[config.mk]
export PLATFORM = sky130hd
export DESIGN_NAME = ultrasonic_echo_range_averager_unit
export DESIGN_NICKNAME = d
export VERILOG_FILES = /design/src/hdl/urea_pkg.sv /design/src/hdl/urea_ram.sv /design/src/hdl/ultrasonic_echo_range_averager_unit.sv
export SDC_FILE = /design/constraint.sdc
export NUM_CORES = 2
export LEC_CHECK = 0
export BUFFER_PORTS_ARGS = -buffer_cell sky130_fd_sc_hd__buf_2
export CAP_MARGIN = 20
export CORE_MARGIN = 5
export CORE_UTILIZATION = 55
export DETAILED_ROUTE_END_ITERATION = 6
export PLACE_DENSITY = 0.71
export SKIP_CTS_REPAIR_TIMING = 1
export SYNTH_ARGS = -nofsm -noshare
export SYNTH_HDL_FRONTEND = slang
export SYNTH_SLANG_ARGS = --single-unit
[constraint.sdc]
create_clock -name clk -period 23.2 [get_ports clk]
set_input_delay 4.64 -clock clk [delete_from_list [all_inputs] [get_ports clk]]
set_output_delay 4.64 -clock clk [all_outputs]
set_load 0.01 [all_outputs]
[src/hdl/urea_pkg.sv]
// ----------------------------------------------------------------------------
// urea_pkg - shared types and constants of the echo range averager
// Field widths, channel and window sizing, divide-by-window reciprocal and
// configuration register codes.
// ----------------------------------------------------------------------------
package urea_pkg;

  // sizing
  localparam int CHANNELS     = 6;
  localparam int WINDOW_DEPTH = 4;
  localparam int COUNTER_BITS = 16;

  // fixed field widths
  localparam int CH_W      = 3;
  localparam int CNT_IN_W  = 16;
  localparam int DIST_W    = 18;
  localparam int SCALE_W   = 32;
  localparam int FRAC_DROP = 16;

  // derived widths
  localparam int CH_AW   = (CHANNELS > 1) ? $clog2(CHANNELS) : 1;
  localparam int WID_W   = COUNTER_BITS + 1;
  localparam int PROD_W  = WID_W + SCALE_W;
  localparam int RAW_W   = PROD_W - FRAC_DROP;
  localparam int ROW_W   = WINDOW_DEPTH * DIST_W;
  localparam int DIV_L   = $clog2(WINDOW_DEPTH);
  localparam int SUM_W   = DIST_W + DIV_L;

  // sum / WINDOW_DEPTH as (sum * DIV_M) >> DIV_SH, exact for sum < 2**SUM_W
  localparam int DIV_SH  = SUM_W + DIV_L;
  localparam int DIV_MW  = SUM_W + 2;
  localparam longint unsigned DIV_M =
    ((64'd1 << DIV_SH) + longint'(WINDOW_DEPTH) - 64'd1) / longint'(WINDOW_DEPTH);
  localparam int DIV_PW  = SUM_W + DIV_MW;

  // configuration registers
  localparam int CFG_IDX_W  = 1;
  localparam int CFG_DATA_W = 32;

  typedef enum logic [CFG_IDX_W-1:0] {
    REG_TICK_SCALE   = 1'b0,
    REG_MAX_DISTANCE = 1'b1
  } cfg_reg_e;

  localparam logic [SCALE_W-1:0] TICK_SCALE_RST   = 32'd746950;
  localparam logic [DIST_W-1:0]  MAX_DISTANCE_RST = 18'd196608;

  // input commands
  localparam logic CMD_EDGE   = 1'b0;
  localparam logic CMD_REFILL = 1'b1;

  typedef struct packed {
    logic                command;
    logic [CH_W-1:0]     channel;
    logic [CNT_IN_W-1:0] capture_count;
  } in_item_t;

  typedef struct packed {
    logic [CH_W-1:0]   out_channel;
    logic              distance_valid;
    logic [DIST_W-1:0] distance;
    logic              expect_falling;
  } out_item_t;

endpackage

[src/hdl/urea_ram.sv]
// ----------------------------------------------------------------------------
// urea_ram - generic simple dual-port RAM
// One write port, one read port, read data registered and held while the
// read enable is low.
// ----------------------------------------------------------------------------
module urea_ram #(
  parameter int WIDTH = 8,
  parameter int DEPTH = 4,
  parameter int AW    = (DEPTH > 1) ? $clog2(DEPTH) : 1
) (
  input  logic             clk,
  input  logic             we,
  input  logic [AW-1:0]    waddr,
  input  logic [WIDTH-1:0] wdata,
  input  logic             re,
  input  logic [AW-1:0]    raddr,
  output logic [WIDTH-1:0] rdata
);

  logic [WIDTH-1:0] mem [DEPTH];
  logic [WIDTH-1:0] rdata_r;

  always_ff @(posedge clk) begin
    if (we) begin
      mem[waddr] <= wdata;
    end
    if (re) begin
      rdata_r <= mem[raddr];
    end
  end

  assign rdata = rdata_r;

endmodule

[src/hdl/ultrasonic_echo_range_averager_unit.sv]
// ----------------------------------------------------------------------------
// ultrasonic_echo_range_averager_unit - multi-channel echo ranger with
// moving-average filter
// Pairs capture events per channel into a pulse width, scales it to Q2.16
// metres, saturates it and averages it over a per-channel window.
// ----------------------------------------------------------------------------
// One transaction is accepted every cycle while the output is not stalled,
// and each produces exactly one result transaction, in order. The pipeline
// reads the first-edge count memory, forms the width, multiplies by
// tick_scale, saturates, does a read-modify-write of the channel's window
// row in the window memory and divides the window sum by the depth. A stall
// on the result channel freezes the whole pipeline and is passed back to
// the input as in_stall. Window rows read as zero until a channel's first
// distance is written; no clearing pass is needed after reset.
// Configuration writes are always ready and take effect at once.
module ultrasonic_echo_range_averager_unit (
  input  logic                          clk,
  input  logic                          rst_n,
  input  logic                          in_valid,
  output logic                          in_stall,
  input  urea_pkg::in_item_t            in_data,
  output logic                          out_valid,
  input  logic                          out_stall,
  output urea_pkg::out_item_t           out_data,
  input  logic                          cfg_valid,
  output logic                          cfg_ready,
  input  logic [urea_pkg::CFG_IDX_W-1:0]  cfg_index,
  input  logic [urea_pkg::CFG_DATA_W-1:0] cfg_data
);

  import urea_pkg::*;

  typedef struct packed {
    logic [CH_W-1:0] ch;
    logic            sec;      // second edge: produces a distance
    logic            refill;   // fill the window instead of averaging
    logic            falling;
  } tag_t;

  // configuration
  logic [SCALE_W-1:0] tick_scale_r;
  logic [DIST_W-1:0]  max_distance_r;

  // per-channel edge state
  logic [CHANNELS-1:0] waiting_r;
  logic [CHANNELS-1:0] pending_r;
  logic [CHANNELS-1:0] row_valid_r;

  // pipeline
  logic                    adv;
  logic                    acc;
  logic                    s1_v_r, s2_v_r, s3_v_r, s4_v_r, s5_v_r;
  tag_t                    s1_tag_r, s2_tag_r, s3_tag_r, s4_tag_r, s5_tag_r;
  logic [COUNTER_BITS-1:0] s1_count_r;
  logic [WID_W-1:0]        s2_width_r;
  logic [PROD_W-1:0]       s3_prod_r;
  logic [DIST_W-1:0]       s4_raw_r;
  logic [SUM_W-1:0]        s5_val_r;
  logic                    out_valid_r;
  out_item_t               out_data_r;

  // accept decode
  logic [CH_AW-1:0]        in_addr;
  logic                    in_rng;
  logic                    in_wait;
  logic                    in_ref, in_first, in_sec;
  tag_t                    in_tag;
  logic [COUNTER_BITS-1:0] in_count;

  // memories
  logic [COUNTER_BITS-1:0] first_rdata;
  logic [ROW_W-1:0]        row_rdata;
  logic [CH_AW-1:0]        s3_addr, s4_addr;
  logic                    row_re, row_we;

  // datapath
  logic [COUNTER_BITS-1:0] s1_diff;
  logic [WID_W-1:0]        s1_width;
  logic [RAW_W-1:0]        s3_raw_full;
  logic [DIST_W-1:0]       s3_raw;
  logic [ROW_W-1:0]        s4_old_row;
  logic [ROW_W-1:0]        s4_new_row;
  logic [SUM_W-1:0]        s4_sum;
  logic [SUM_W-1:0]        s4_val;
  logic [DIV_PW-1:0]       s5_quot_full;
  logic [DIST_W-1:0]       s5_dist;

  assign adv       = !out_valid_r || !out_stall;
  assign in_stall  = !adv;
  assign acc       = in_valid && adv;
  assign cfg_ready = 1'b1;
  assign out_valid = out_valid_r;
  assign out_data  = out_data_r;

  // --------------------------------------------------------------------------
  // configuration
  // --------------------------------------------------------------------------
  always_ff @(posedge clk) begin
    if (!rst_n) begin
      tick_scale_r   <= TICK_SCALE_RST;
      max_distance_r <= MAX_DISTANCE_RST;
    end else if (cfg_valid && cfg_ready) begin
      case (cfg_reg_e'(cfg_index))
        REG_TICK_SCALE:   tick_scale_r   <= cfg_data[SCALE_W-1:0];
        REG_MAX_DISTANCE: max_distance_r <= cfg_data[DIST_W-1:0];
        default: ;
      endcase
    end
  end

  // --------------------------------------------------------------------------
  // accept: classify the event and update the per-channel flags at once
  // --------------------------------------------------------------------------
  always_comb begin
    in_addr  = CH_AW'(in_data.channel);
    in_rng   = 32'(in_data.channel) < CHANNELS;
    in_wait  = in_rng && waiting_r[in_addr];
    in_ref   = in_rng && (in_data.command == CMD_REFILL);
    in_first = in_rng && (in_data.command == CMD_EDGE) && !in_wait;
    in_sec   = in_rng && (in_data.command == CMD_EDGE) && in_wait;
    in_count = COUNTER_BITS'(in_data.capture_count);
    in_tag.ch      = in_data.channel;
    in_tag.sec     = in_sec;
    in_tag.refill  = in_sec && pending_r[in_addr];
    in_tag.falling = in_ref ? in_wait : in_first;
  end

  always_ff @(posedge clk) begin
    if (!rst_n) begin
      waiting_r <= '0;
      pending_r <= '1;
    end else if (acc) begin
      if (in_ref) begin
        pending_r[in_addr] <= 1'b1;
      end
      if (in_first) begin
        waiting_r[in_addr] <= 1'b1;
      end
      if (in_sec) begin
        waiting_r[in_addr] <= 1'b0;
        pending_r[in_addr] <= 1'b0;
      end
    end
  end

  urea_ram #(
    .WIDTH (COUNTER_BITS),
    .DEPTH (CHANNELS)
  ) u_first_ram (
    .clk   (clk),
    .we    (acc && in_first),
    .waddr (in_addr),
    .wdata (in_count),
    .re    (acc && in_sec),
    .raddr (in_addr),
    .rdata (first_rdata)
  );

  // --------------------------------------------------------------------------
  // pipeline valid bits
  // --------------------------------------------------------------------------
  always_ff @(posedge clk) begin
    if (!rst_n) begin
      s1_v_r      <= 1'b0;
      s2_v_r      <= 1'b0;
      s3_v_r      <= 1'b0;
      s4_v_r      <= 1'b0;
      s5_v_r      <= 1'b0;
      out_valid_r <= 1'b0;
    end else if (adv) begin
      s1_v_r      <= acc;
      s2_v_r      <= s1_v_r;
      s3_v_r      <= s2_v_r;
      s4_v_r      <= s3_v_r;
      s5_v_r      <= s4_v_r;
      out_valid_r <= s5_v_r;
    end
  end

  // --------------------------------------------------------------------------
  // stage 1: pulse width; equal counts mean one full timer period
  // --------------------------------------------------------------------------
  always_comb begin
    s1_diff  = s1_count_r - first_rdata;
    s1_width = (s1_diff == '0) ? {1'b1, {COUNTER_BITS{1'b0}}} : {1'b0, s1_diff};
  end

  // stage 3: drop fraction bits and saturate
  always_comb begin
    s3_raw_full = s3_prod_r[PROD_W-1:FRAC_DROP];
    s3_raw      = (s3_raw_full > RAW_W'(max_distance_r)) ? max_distance_r
                                                          : s3_raw_full[DIST_W-1:0];
  end

  always_ff @(posedge clk) begin
    if (adv) begin
      s1_tag_r   <= in_tag;
      s1_count_r <= in_count;
      s2_tag_r   <= s1_tag_r;
      s2_width_r <= s1_width;
      s3_tag_r   <= s2_tag_r;
      s3_prod_r  <= PROD_W'(s2_width_r) * PROD_W'(tick_scale_r);
      s4_tag_r   <= s3_tag_r;
      s4_raw_r   <= s3_raw;
      s5_tag_r   <= s4_tag_r;
      s5_val_r   <= s4_val;
    end
  end

  // --------------------------------------------------------------------------
  // stage 4: window read-modify-write. The read issues as an item enters
  // stage 4 and the write as it leaves, so two second edges of one channel,
  // always at least two transactions apart, never overlap.
  // --------------------------------------------------------------------------
  assign s3_addr = CH_AW'(s3_tag_r.ch);
  assign s4_addr = CH_AW'(s4_tag_r.ch);
  assign row_re  = adv && s3_v_r && s3_tag_r.sec;
  assign row_we  = adv && s4_v_r && s4_tag_r.sec;

  urea_ram #(
    .WIDTH (ROW_W),
    .DEPTH (CHANNELS)
  ) u_window_ram (
    .clk   (clk),
    .we    (row_we),
    .waddr (s4_addr),
    .wdata (s4_new_row),
    .re    (row_re),
    .raddr (s3_addr),
    .rdata (row_rdata)
  );

  always_ff @(posedge clk) begin
    if (!rst_n) begin
      row_valid_r <= '0;
    end else if (row_we) begin
      row_valid_r[s4_addr] <= 1'b1;
    end
  end

  // entry 0 is the oldest; shift it out and append the new distance on top (a refill fills every entry with it)
  always_comb begin
    s4_old_row = row_valid_r[s4_addr] ? row_rdata : '0;
    if (s4_tag_r.refill) begin
      s4_new_row = {WINDOW_DEPTH{s4_raw_r}};
    end else begin
      s4_new_row = {s4_raw_r, s4_old_row[ROW_W-1:DIST_W]};
    end
    s4_sum = '0;
    for (int i = 0; i < WINDOW_DEPTH; i++) begin
      s4_sum = s4_sum + SUM_W'(s4_new_row[i*DIST_W +: DIST_W]);
    end
    s4_val = s4_tag_r.refill ? SUM_W'(s4_raw_r) : s4_sum;
  end

  // --------------------------------------------------------------------------
  // stage 5: divide by the window depth through the reciprocal
  // --------------------------------------------------------------------------
  always_comb begin
    s5_quot_full = DIV_PW'(s5_val_r) * DIV_PW'(DIV_MW'(DIV_M));
    if (!s5_tag_r.sec) begin
      s5_dist = '0;
    end else if (s5_tag_r.refill) begin
      s5_dist = s5_val_r[DIST_W-1:0];
    end else begin
      s5_dist = s5_quot_full[DIV_SH +: DIST_W];
    end
  end

  // hold the result while stalled
  always_ff @(posedge clk) begin
    if (adv) begin
      out_data_r.out_channel    <= s5_tag_r.ch;
      out_data_r.distance_valid <= s5_tag_r.sec;
      out_data_r.distance       <= s5_dist;
      out_data_r.expect_falling <= s5_tag_r.falling;
    end
  end

endmodule

Word-level counts from Yosys, hierarchy flattened:

Memories as Yosys holds them, arrays and structs flattened. A register that Yosys moved wholly into a read port is not among the register bits.
Index checks and enable logic that the tools add are counted.

* bits in registers: 247
* RAM bits: 528
* input bits: 58
* output and inout bits: 26
* word-level logic and storage cells: 115
* memories: 2

Memories
* u_window_ram.mem: depth 6, width 72, rd ports 1, clocked after Yosys merged registers in 1, wr ports 1, line urea_ram.sv:20 `logic [WIDTH-1:0] mem [DEPTH];`
* u_first_ram.mem: depth 6, width 16, rd ports 1, clocked after Yosys merged registers in 1, wr ports 1, line urea_ram.sv:20

* add/subtract/negate cells: 4
* $mul: 1
* order comparisons: 6
* muxes and demuxes: 29
* bitwise operators: 8
* reductions and logical operators: 23

Operators with widths (count)
* $mux W72: 1
* $mux W18: 3
* $mux W54: 1
* $mul A17 B32 Y49: 1
* $mux W6: 8
* $gt A33 B18 Y1: 1
* $add A19 B18 Y20: 1
* $add A20 B18 Y20: 1
* $add A18 B18 Y19: 1
* $or A6 B6 Y6: 3
* $mux W17: 1
* $logic_not A16 Y1: 1
* $sub A16 B16 Y16: 1
* $logic_and A1 B1 Y1: 15
* $and A6 B6 Y6: 2
* $mux W1: 10
* $bmux W1 S3: 3
* $lt A3 B4 Y1 const B: 2
* $demux W1 S3: 2
* $ge A3 B1 Y1 const B: 2
* $not A6 Y6: 1
* $logic_not A1 Y1: 4
* $reduce_and A2 Y1: 2
* $lt A3 B3 Y1 const B: 1
* other kinds (2): 3

Longest topological paths before layout:

* depth after elaboration: 10
* depth in mapped cells: 25
* mapped depth without buffers: 23

Modules after synthesis:

Synthesis repeated with hierarchy kept, for this count alone.

* cell total of the unflattened synthesis: 4056
* area total of the unflattened synthesis: 51182.8 µm²

By module, submodules not included
* ultrasonic_echo_range_averager_unit: times used 1, cells each 2918, area an instance 27935.5 µm², seq. area each 6195.9 µm²
* urea_ram at u_window_ram: times used 1, cells each 923, area an instance 18999.5 µm², seq. area each 15134.5 µm²
* urea_ram at u_first_ram: times used 1, cells each 215, area an instance 4247.8 µm², seq. area each 3363.2 µm²

Worst setup path after synthesis:

No wires, ideal clock.

* path type: input -> output
* from: in out_stall
* to: out in_stall
* data arrival time: 10200 ps
* required time: 18560 ps
* setup slack: 8360 ps
* stages: 3
* buffers on the path: 1
* cell sequence: nand2_1 clkbuf_1 inv_1

* cells in the longest elaborated chain, start to end: 3

Ends and longest elaborated chain
* start: declaration: line ultrasonic_echo_range_averager_unit.sv:23 `input logic out_stall,`
* $logic_not A1 Y1: line ultrasonic_echo_range_averager_unit.sv:88 `assign adv = !out_valid_r || !out_stall;`
* $logic_or A1 B1 Y1: line ultrasonic_echo_range_averager_unit.sv:88
* $logic_not A1 Y1: line ultrasonic_echo_range_averager_unit.sv:89 `assign in_stall = !adv;`
* end: declaration: line ultrasonic_echo_range_averager_unit.sv:20 `output logic in_stall,`

Every way passes these cells.

Final worst setup path:

Same ends and word-level chain as after synthesis.

==> results.txt <==
- Worst supply voltage drop on vdd: 0.2453 mV
* Leakage dissipation: 21.24 nW
- Gate power share: 0.584
* Core utilization of the finished layout: 0.6036
- Port buffering added between 80 and 90 buffers.
* CTS Root Cell: sky130_fd_sc_hd__clkbuf_16
- TritonCTS created 76 clock buffers.
- From bottom edge to top edge, the die measures 300.2 um.
- The flow ran to the end, and the final reports show no timing, DRC or antenna violations.
* Wire length of the first global-routing pass: between 150,000 and 200,000 um
* Hold violation total from the final report: 0
* Synthesized-area fraction occupied by xor and xnor cells: 0.01134
- Unrepaired setup endpoints after global routing: no
* Post-synthesis share of cell area spent on and, or, nand and nor gates: 0.1015
- Starting Density: 0.5544
- Subtracting the final worst setup slack from the clock period gives 10.44 ns.
- Setup total negative slack on the finished layout was measured at 0 ns.
- Summed over all layers, the routed wires come to 100,200 um.
* Power Dens Cells: 140.1 mW/mm2
- The die covers 0.09013 mm2.
* Setup crit start kind: primary input
* Cell area after technology mapping: 0.04632 mm2
- Fraction of power consumed by sequential logic: 0.242
- Slew @ Worst Pin: 1.186 ns
* Layout cells sized above 1: 0.09458
* Number of warnings issued by yosys: 0
- Unique cell type count in the Yosys netlist: 75
* Synth async-reset ratio: 0
- The worst pin sits at a relative slew slack of 0.2084.
- The worst setup path is captured at an output pin.
* Number of global-route vias before repair: 30,024
* Complex-gate fraction of the synthesized area: 0.05561
- Count of flip-flops with a built-in enable after synthesis: 647
* Clk buf depth: 3
* Critical path arrival: around 5.8 ns
- From synthesis to final layout, the design area changed by 8.873%.
- Critical path required time: between 15 and 20 ns
* Drc violations: 0
- Max-slew violations: 0
* Net count reported at finish: 4,585
- Max-cap violations in this run came to 0.
- Worst setup path class: primary input to output pin
* Number of register bits inferred by synthesis: 721
* Clock transition at the registers of the reported paths: 0.06 ns
* Final hold slack: 0.4136 ns
- Internal power: 4.071 mW
- TritonCTS built the clock tree.
- Setup-violating endpoint count in the final report: 0
* Final period util: 0.4498
- Clock sink total: 721
- Clock tree skew after final layout: 0.03470 ns
- The commonest cells after synthesis are sky130_fd_sc_hd__edfxtp_1, sky130_fd_sc_hd__inv_1, sky130_fd_sc_hd__nand2_1, sky130_fd_sc_hd__fa_1, sky130_fd_sc_hd__and2_1.
* H-tree lvl count: 3
- Synth top area cells: sky130_fd_sc_hd__edfxtp_1, sky130_fd_sc_hd__fa_1, sky130_fd_sc_hd__inv_1
- Portion of total power attributed to the clock network: 0.174
* Avg Synthesized Cell Area: 12.08 um2
- Of all nets on the critical path, the largest fanout is 58.
- Proportion of synthesized area in mux cells: 0.05942
* Post-Synthesis Net Count: 4,551
- Once layout is complete, the cells apart from fillers number 5,014.
- Core area: 0.08356 mm2
- Number of antenna violations at the first check in global routing: 1
- Part of the Yosys area used for sequential elements: 0.4514
- Gate count after technology mapping: 3,836
- The first detailed-routing pass took 5 iterations.
- Of the total power, the share spent switching nets is 0.4241.
- Clock insertion delay at the later pin of the skew report: 0.64 ns
- Tot GR Track Use: 0.2289
- The path class of the tightest hold or removal check is register to register.
- Dividing the detail-routed wire length by the instance count gives 19.99 um.
* Number of DRC markers in iteration 0: 2,133
* Routability congestion estimate: 0.8568
* Arithmetic-cell share of the synthesized area counting full adders, half adders and majority gates: 0.2559
- Boundary Pins: 84
- Switching power of the nets: between 2 and 3 mW
- Library cell with the largest summed area after synthesis: sky130_fd_sc_hd__edfxtp_1
- Dpl hpwl: 65,530 um
* Vias: ~28,000
- Entering global routing, the biggest net connects 75 pins.
* Placed Cells incl. Taps: 4,871
- Dominant combinational cell family by area after synthesis: adder cells
* Flip-flop cell with the highest count after synthesis: sky130_fd_sc_hd__edfxtp_1
- In this run the core area contains about 110 standard-cell rows.
- The die is between 300 and 400 um wide.
- In the post-synthesis netlist, the cell with the most instances is sky130_fd_sc_hd__edfxtp_1.
- Once detail routing completed, the nets flagged for antenna violations numbered 0.
- Dividing the detail-routed via count by the number of cells gives 5.621.
- Static timing analysis puts the maximum clock frequency at 95.83 MHz.
- Gr ovfl total: 0
* Top-area cell type share of the netlist area: 0.4194
registers in the layout, summed over array words and instances (netlist names), 20 cells and up, named ones only:
name and cells:
out_data 23, s3_prod_r 33, s5_val_r 20, tick_scale_r 32
u_first_ram.mem 96, u_window_ram.mem 324, u_window_ram.rdata 54
through the flow:
| step | power [mW] | instance area, um2 | setup slack (ns) |
|---|---|---|---|
| floorplan | 4.831 | 46320 | 8.360 |
| global placement | 5.731 | 47860 | 12.75 |
| detailed placement | 5.797 | 47860 | 12.74 |
| CTS | 7.064 | 50400 | 12.74 |
| global route | 7.727 | 50430 | 12.64 |
| finish | 7.068 | 50430 | 12.76 |
power by group through the flow:
stage,sequential [mW],combinational (mW),clock [mW]
floorplan,1.71,3.13,0
global placement,1.73,4.00,0
detailed placement,1.73,4.06,0
CTS,1.71,4.10,1.26
global route,1.71,4.70,1.31
finish,1.71,4.13,1.23
final cells by class:
class / count / area, um2
Fill cell: 6581 / 33120
Multi-Input combinational cell: 2318 / 22470
Sequential cell: 721 / 20910
Inverter: 617 / 2316
Clock buffer: 90 / 1986
Tap cell: 1080 / 1351
Timing Repair Buffer: 136 / 835.8
Clock inverter: 51 / 563.0
Antenna cell: 1 / 2.502
placed cells by master, fill, tap and decap left out, drive strengths merged, types with 23 or more instances in the layout:
cell / instances
dfxtp: 74
ha: 173
mux4: 70
mux2i: 95
nor2: 128
xor2: 23
clkbuf: 90
clkinv: 37
buf: 136
nand3: 29
nand2: 535
a21o: 27
nor2b: 27
inv: 621
fa: 484
a21boi: 70
edfxtp: 647
a21oi: 146
o21ai: 58
xnor2: 37
and2: 205
path summary, 6_finish.rpt:
check | from | end | slack, ns | cells after the start
worst max-delay path | out_stall | in_stall | 12.76 | 4
worst min-delay path | s5_tag_r[0] | out_data[0] | 0.41 | 0
worst max register to register | tick_scale_r[9] | s3_prod_r[47] | 15.97 | 19
worst min register to register | s5_tag_r[0] | out_data[0] | 0.41 | 0
critical path, cell delays in order:
cell and delay, ns:
sky130_fd_sc_hd__buf_2 0.11, sky130_fd_sc_hd__nand2_4 0.53, sky130_fd_sc_hd__inv_1 0.28, sky130_fd_sc_hd__buf_2 0.22
routing by layer:
| metal | up-vias | track usage | part of all wire | wire [um] |
|---|---|---|---|---|
| met4 | 0 | 0.06659 | 0.028 | 2849 |
| met2 | 839 | 0.3906 | 0.49 | 49130 |
| met5 | - | 0 | 0 | 0 |
| li1 | 12693 | - | - | - |
| met1 | 14441 | 0.3005 | 0.41 | 41050 |
| met3 | 211 | 0.04686 | 0.072 | 7191 |
cell families (layout without fill, tap and decap cells):
kind of cell / Yosys count / in the layout
other cells: 1 / 2
buf+inv: 797 / 894
flops: 721 / 721
xor+xnor: 60 / 60
compound gates: 400 / 400
simple gates: 1015 / 1015
fa+ha+maj: 657 / 657
mux: 185 / 185
Power figures use the tool's default switching activity.
